File: config.mk
export PLATFORM = sky130hd
export DESIGN_NAME = edp_front
export DESIGN_NICKNAME = d
export VERILOG_FILES = /design/src/rtl/edp_pkg.sv /design/src/rtl/edp_front.sv
export SDC_FILE = /design/constraint.sdc
export NUM_CORES = 1
export LEC_CHECK = 0
export BUFFER_PORTS_ARGS = -buffer_cell sky130_fd_sc_hd__clkbuf_2
export CAP_MARGIN = 10
export CELL_PAD_IN_SITES_DETAIL_PLACEMENT = 1
export CELL_PAD_IN_SITES_GLOBAL_PLACEMENT = 2
export CORE_MARGIN = 2
export CORE_UTILIZATION = 38
export CTS_CLUSTER_SIZE = 10
export DETAILED_ROUTE_END_ITERATION = 10
export GPL_ROUTABILITY_DRIVEN = 0
export PLACE_DENSITY_LB_ADDON = 0.3
export SETUP_SLACK_MARGIN = 0.02
export SLEW_MARGIN = 5
export SYNTH_ARGS = -nofsm -noshare
export SYNTH_HDL_FRONTEND = slang
export SYNTH_SLANG_ARGS = --single-unit
File: constraint.sdc
create_clock -name i_clk -period 7 [get_ports i_clk]
set_clock_uncertainty 0.05 [all_clocks]
set_input_delay 0.35 -clock i_clk [delete_from_list [all_inputs] [get_ports i_clk]]
set_output_delay 0.35 -clock i_clk [all_outputs]
set_load 0.01 [all_outputs]
File: src/rtl/edp_pkg.sv
// edp_pkg: shared types and constants for the event de-duplicating packetizer
// no dependencies
package edp_pkg;

    localparam int unsigned WORD_BITS = 64;
    localparam int unsigned CNT_BITS  = 5;
    localparam int unsigned WIN_BITS  = 16;
    localparam int unsigned TICK_BITS = 32;

    localparam logic CMD_EVENT = 1'b0;
    localparam logic CMD_TICK  = 1'b1;

    localparam logic REG_NEAR_WINDOW = 1'b0;
    localparam logic REG_FLUSH_TICKS = 1'b1;

    localparam logic [WIN_BITS-1:0]  NEAR_WINDOW_RST = 16'd20;
    localparam logic [TICK_BITS-1:0] FLUSH_TICKS_RST = 32'd100000;

    typedef enum logic [2:0] {
        ST_IDLE,
        ST_SCAN,
        ST_STORE,
        ST_EMIT
    } t_back_state;

endpackage

File: src/rtl/edp_front.sv
// edp_front: input queue between the accepting side and the back end
// depends on edp_pkg
module edp_front import edp_pkg::*; #(
    parameter int unsigned DEPTH = 2
) (
    input  logic                 i_clk,
    input  logic                 i_rst_n,
    input  logic                 i_valid,
    output logic                 o_ready,
    input  logic                 i_command,
    input  logic [WORD_BITS-1:0] i_word0,
    input  logic [WORD_BITS-1:0] i_word1,
    input  logic [WORD_BITS-1:0] i_word2,
    output logic                 o_valid,
    input  logic                 i_pop,
    output logic                 o_command,
    output logic [WORD_BITS-1:0] o_word0,
    output logic [WORD_BITS-1:0] o_word1,
    output logic [WORD_BITS-1:0] o_word2
);
    localparam int unsigned AW = (DEPTH > 1) ? $clog2(DEPTH) : 1;

    logic                 r_cmd [DEPTH];
    logic [WORD_BITS-1:0] r_w0  [DEPTH];
    logic [WORD_BITS-1:0] r_w1  [DEPTH];
    logic [WORD_BITS-1:0] r_w2  [DEPTH];
    logic [AW-1:0]        r_wp, r_rp, n_wp, n_rp;
    logic [AW:0]          r_cnt;
    logic                 push, pop;

    assign o_ready = (r_cnt != DEPTH[AW:0]);
    assign o_valid = (r_cnt != '0);
    assign push    = i_valid && o_ready;
    assign pop     = i_pop && o_valid;

    always_comb begin
        n_wp = (r_wp == AW'(DEPTH - 1)) ? '0 : r_wp + 1'b1;
        n_rp = (r_rp == AW'(DEPTH - 1)) ? '0 : r_rp + 1'b1;
    end

    always_ff @(posedge i_clk) begin
        if (!i_rst_n) begin
            r_wp  <= '0;
            r_rp  <= '0;
            r_cnt <= '0;
        end else begin
            if (push) r_wp <= n_wp;
            if (pop)  r_rp <= n_rp;
            r_cnt <= r_cnt + (AW+1)'(push) - (AW+1)'(pop);
        end
    end

    always_ff @(posedge i_clk) begin
        if (push) begin
            r_cmd[r_wp] <= i_command;
            r_w0[r_wp]  <= i_word0;
            r_w1[r_wp]  <= i_word1;
            r_w2[r_wp]  <= i_word2;
        end
    end

    assign o_command = r_cmd[r_rp];
    assign o_word0   = r_w0[r_rp];
    assign o_word1   = r_w1[r_rp];
    assign o_word2   = r_w2[r_rp];
endmodule

==> flow_summary.json, run 1 <==
{
  "async_reset_ff_share_pct": 0,
  "ant_nets": 0,
  "yosysSeqAreaShare_pct": 82.1,
  "ir_drop_v": 0.000218,
  "crit_required_ns": 6.60,
  "period_needed_ns": 3.36,
  "num-fill-cells": 3494,
  "port-buffer-count": 391,
  "insertion_delay_ns": 0.55,
  "ff2ff_path_depth": 3,
  "fin_nets": 1444,
  "cp_slowest_cell": "dfxtp_4",
  "regArea_sq_um": 11700,
  "synth_edf_count": 386,
  "hold_path.class": "input pin to flop",
  "initial_utilization_pct": 38.7,
  "crit_end": "o_word0[62]",
  "synth_warnings": 0,
  "syn_avg_cell_area_sq_um": 22.6,
  "max_freq_mhz": 298,
  "synth_nets": 827,
  "yosysMostFrequentCell": "edfxtp_1",
  "postSynthCellCount": 629,
  "syn-cell-area_sq_um": 14200,
  "p_leak_nw": 7.50,
  "dp_slack_ns": 4.11,
  "core.rowCount": 70,
  "max_stage_delay_ns": 0.87,
  "drv_slew": 0,
  "drtPass1Iterations": 4,
  "synth_ff_type": "edfxtp_1",
  "post_cts_resized": 0,
  "wl_mm": 35.3,
  "worstMarginPinSlew_ns": 1.03,
  "drv_cap": 0,
  "crit_chain": "buf_4 -> mux2_2 -> clkbuf_2",
  "antenna_found_initial": 1,
  "synth_top_cell_area_share_pct": 81.4,
  "yosysTopAreaCell": "edfxtp_1",
  "yosysUniqueCellTypes": 24,
  "netlist_top_cells_count": "edfxtp_1 (386), mux2_2 (193), buf_6 (17), dfxtp_1 (5), and2_1 (3)",
  "setup_tns_ns": 0,
  "ys_seq_elements": 391,
  "htree_levels": 2,
  "cts_buffers": 46,
  "fin_util_pct": 53.9,
  "drc_errors": 0,
  "multiInputGateArea_sq_um": 2340,
  "cp-end-kind": "output port",
  "io_pins": 392,
  "globalRouteOverflowTotal": 0,
  "wl_per_cell_um": 20.5,
  "r2r-end": "r_w1[1][26]",
  "holdWs_ns": 0.0374,
  "cts-root-buf": "clkbuf_16",
  "grt_pass1_vias": 9182,
  "area_growth_syn_to_layout_pct": 39.1,
  "critPathKind": "flop to output port",
  "dpl.hpwl_mm": 21.6,
  "dieArea_sq_um": 39000,
  "fin_total_pwr_mw": 6.31,
  "vias": 8187,
  "die_height_um": 198,
  "grt_pass1_wl_mm": 52.9,
  "die-width_um": 198,
  "cts_buffer_depth": 3,
  "cts_setup_buffers": 0,
  "final_layout_size_suffix_gt1_share_pct": 51.6,
  "startpoint_type": "flop",
  "outcome": "finished, final reports clean",
  "clk_pin_slew_ns": 0.05,
  "ff2ff_setup_slack_ns": 4.13,
  "vias_per_cell": 4.75,
  "cts_tree": "done",
  "timing_hold_violations_final": 0,
  "relSlewSlack_pct": 31.1,
  "setup_violations": 0,
  "grt_usage_pct": 18.0,
  "crit_arrival_ns": 2.96,
  "powerDensity_nw_per_um2": 319,
  "rsz0062_at_grt": "no",
  "r2r-start": "r_cnt[0]",
  "clock_sinks": 391,
  "postCtsHoldBufs": 193,
  "synth_area_leaders": "edfxtp_1 (81%), mux2_2 (15%), buf_6 (1.3%)",
  "dr.first_iter.drc_count": 258,
  "grt_max_degree": 75,
  "path_max_fanout": 74,
  "finalCritPeriodShare_pct": 48.0,
  "setup_ws_ns": 3.64,
  "core_sq_um": 36800
}
worst min path at each step:
stage,startpoint,to,slack (ns),cells after the start
after global placement,i_word1[11],r_w1[0][11],0.49,1
after global routing,i_rst_n,r_cnt[0],0.04,2
after detailed placement,i_word1[14],r_w1[1][14],0.49,1
after floorplan,i_command,r_cmd[0],0.40,0
final,i_rst_n,flop,0.04,2
after CTS,i_rst_n,flop,0.006,2
flip-flops by register name (all words and copies together) (netlist names), named ones only:
signal and count:
r_w1 128, r_cnt 2, r_rp 1, r_cmd 2, r_w2 128, r_wp 1
r_w0 128
metrics by stage:
stage	std cells	area, sq um
final	1725	19800
after CTS	1723	19800
after floorplan	629	14200
after global routing	1724	19800
after global placement	1473	16600
after detailed placement	1473	16600
layout make-up:
type | count | share of cell area [%]
repair buffers | 590 | 19.9
multi-input cells | 216 | 11.8
diodes | 2 | 0.0253
inverters | 1 | 0.0442
clock buffers | 50 | 5.99
flip-flops and latches | 391 | 59.0
clock inverters | 7 | 0.303
well taps | 468 | 2.96
worst max-delay path: cells and delay by family (launching register included):
kind     cells  cell delay (ns)
flops        1             0.87
mux          1             0.44
buf+inv      2             0.98
routing by layer:
layer,wire (um),global-route usage (%),vias to the layer above
li1,-,-,3735
met1,14200,21.7,4089
met2,17300,30.5,308
met3,2990,5.79,55
met4,801,6.40,0
met5,0,0,-
cells by family after synthesis:
logic type	count (synthesis)	share of synthesized area [%]
AOI/OAI and AO/OA	7	0.378
buffers and inverters	22	1.55
DFF	391	82.1
and+or+nand+nor	13	0.518
muxes	194	15.3
adders and majority gates	1	0.0878
xor gates and xnor gates	1	0.0615
cell usage in the layout (no fill, tap or decap), drive strengths merged:
| master | n |
|---|---|
| mux2 | 193 |
| and2 | 3 |
| a211oi | 1 |
| nor2 | 2 |
| a21boi | 1 |
| bufinv | 1 |
| buf | 6 |
| dfxtp | 5 |
| clkbuf | 441 |
| nor2b | 1 |
| a32oi | 1 |
| clkinv | 6 |
| dlygate4sd3 | 193 |
| or2 | 1 |
| nand2b | 2 |
| edfxtp | 386 |
| xnor2 | 1 |
| inv | 1 |
| diode | 2 |
| mux2i | 1 |
| a21bo | 2 |
| nand2 | 1 |
| o21ai | 2 |
| nand3 | 1 |
| ha | 1 |
| nand3b | 1 |
| and3 | 1 |
where the power goes:
group	internal, mW	switching (mW)	total (mW)
Clock	1.22	0.845	2.07
Sequential	2.85	0.0959	2.95
Combinational	0.613	0.680	1.29
Total	4.69	1.62	6.31
Power figures use the tool's default switching activity.
==> inputs of run 2 (changes only) <==
==> constraint.sdc (replaced) <==
create_clock -name i_clk -period 3.4 [get_ports i_clk]
set_clock_uncertainty 0.05 [all_clocks]
set_input_delay 0.17 -clock i_clk [delete_from_list [all_inputs] [get_ports i_clk]]
set_output_delay 0.17 -clock i_clk [all_outputs]
set_load 0.01 [all_outputs]
==> flow_summary.json, run 2 (same netlist as run 1, synthesis figures left out) <==
{
  "cts_tree": "done",
  "startpoint_type": "flop",
  "p_seq_share_pct": 46.1,
  "setup_ws_ns": 0.922,
  "grt_max_degree": 73,
  "multiInputGateArea_sq_um": 2340,
  "fin_nets": 1456,
  "grt_pass1_wl_mm": 52.8,
  "r2r-start": "r_cnt[0]",
  "p_int_mw": 9.68,
  "grt_pass1_vias": 9054,
  "core_sq_um": 36800,
  "setup_violations": 0,
  "hp-start": "i_word0[53]",
  "timing_hold_violations_final": 0,
  "switchingPower_mw": 3.37,
  "cp_slowest_cell": "dfxtp_4",
  "io_pins": 392,
  "drtPass1Iterations": 6,
  "grt_usage_pct": 18.0,
  "die-width_um": 198,
  "regArea_sq_um": 11700,
  "cts_setup_buffers": 0,
  "worstMarginPinSlew_ns": 0.784,
  "dp_cells": 1483,
  "drv_cap": 0,
  "hold_path.class": "input pin to flop",
  "drv_slew": 0,
  "rsz0062_at_grt": "no",
  "dpl.hpwl_mm": 22.6,
  "vias": 8223,
  "ff2ff_setup_slack_ns": 1.29,
  "globalRouteOverflowTotal": 0,
  "insertion_delay_ns": 0.55,
  "max_freq_mhz": 404,
  "p_sw_share_pct": 25.8,
  "cts_buffers": 45,
  "final_layout_size_suffix_gt1_share_pct": 51.9,
  "antenna_found_initial": 1,
  "layout_common_cells": "clkbuf_2 (391), edfxtp_1 (386), dlygate4sd3_1 (196)",
  "outcome": "finished, final reports clean",
  "drc_errors": 0,
  "die_height_um": 198,
  "clock_sinks": 391,
  "top_regs": "r_w0 (128), r_w1 (128), r_w2 (128)",
  "dr.first_iter.drc_count": 315,
  "p_leak_nw": 7.60,
  "vias_per_cell": 4.73,
  "htree_levels": 2,
  "p_clk_share_pct": 32.2,
  "final_common_cell": "clkbuf_2",
  "core.rowCount": 70,
  "fin_cells": 1740,
  "period_needed_ns": 2.48,
  "wl_mm": 35.6,
  "post_cts_resized": 0,
  "ff2ff_path_depth": 4,
  "setup_tns_ns": 0,
  "max_stage_delay_ns": 0.66,
  "cts-root-buf": "clkbuf_16",
  "finalCritPeriodShare_pct": 72.9,
  "pwr-share-comb_pct": 21.7,
  "port-buffer-count": 391,
  "crit_required_ns": 3.18,
  "relSlewSlack_pct": 47.6,
  "dieArea_sq_um": 39000,
  "ant_nets": 0,
  "num-fill-cells": 3426,
  "path_max_fanout": 72,
  "powerDensity_nw_per_um2": 650,
  "crit_chain": "buf_12 -> mux2_2 -> clkbuf_2",
  "critPathKind": "flop to output port",
  "r2r-end": "r_w0[0][28]",
  "dp_slack_ns": 1.22,
  "cp-end-kind": "output port",
  "cts_buffer_depth": 3,
  "ir_drop_v": 0.000490,
  "wl_per_cell_um": 20.4,
  "crit_end": "o_word1[3]",
  "area_growth_syn_to_layout_pct": 40.9,
  "initial_utilization_pct": 38.7,
  "crit_arrival_ns": 2.26,
  "clk_pin_slew_ns": 0.05
}
## run 2: layout make-up
type	instances	area share, %
Clock buffer	56	6.03
Clock inverter	3	0.0935
Inverter	1	0.0374
Tap cell	468	2.92
Multi-Input combinational cell	216	11.7
Antenna cell	2	0.0249
Sequential cell	391	58.3
Timing Repair Buffer	603	20.9
## run 2: repair_timing
action,4_1_cts,5_1_grt
setup endpoints to repair,0,0
hold buffers,196,0
endpoints found under the hold margin,391,0
## run 2: layer usage
metal / GRT usage [%] / share of wire (%) / vias to the layer above
met4: 6.60 / 2.4 / 0
met1: 20.7 / 39 / 4084
met2: 30.3 / 49 / 316
met3: 7.14 / 9.6 / 61
met5: 0 / 0 / -
li1: - / - / 3762
## run 2: worst max-delay path, delay by kind of cell (launching register included)
kind / cells / cell delay [ns]
flops: 1 / 0.66
buf+inv: 2 / 0.53
mux: 1 / 0.42
## run 2: power by group through the flow
| stage | sequential [mW] | combinational (mW) | clock, mW |
|---|---|---|---|
| after floorplan | 6.09 | 1.63 | 0 |
| after global placement | 6.09 | 2.63 | 0 |
| after detailed placement | 6.12 | 2.66 | 0 |
| after CTS | 6.03 | 2.87 | 4.33 |
| after global routing | 6.07 | 3.04 | 4.47 |
| final | 6.02 | 2.83 | 4.20 |
## run 2: worst min path at each step
stage                   to  slack [ns]  cells past startpoint
6_report       r_w0[1][53]        0.29                      2
3_5_place_dp   r_w1[0][16]        0.31                      1
5_1_grt        r_w2[1][61]        0.28                      2
4_1_cts        r_w2[1][22]        0.25                      2
2_1_floorplan     r_cmd[0]        0.22                      0
3_3_place_gp   r_w0[0][62]        0.31                      1
## run 2: per-stage QoR
stage / hold WS (ns) / total power [mW] / util [%] / area [sq um]
2_1_floorplan: 0.219 / 7.72 / - / 14300
3_3_place_gp: 0.310 / 8.73 / 45.9 / 16900
3_5_place_dp: 0.313 / 8.78 / 45.9 / 16900
4_1_cts: 0.250 / 13.2 / 54.5 / 20100
5_1_grt: 0.280 / 13.6 / 54.6 / 20100
6_report: 0.295 / 13.1 / 54.6 / 20100
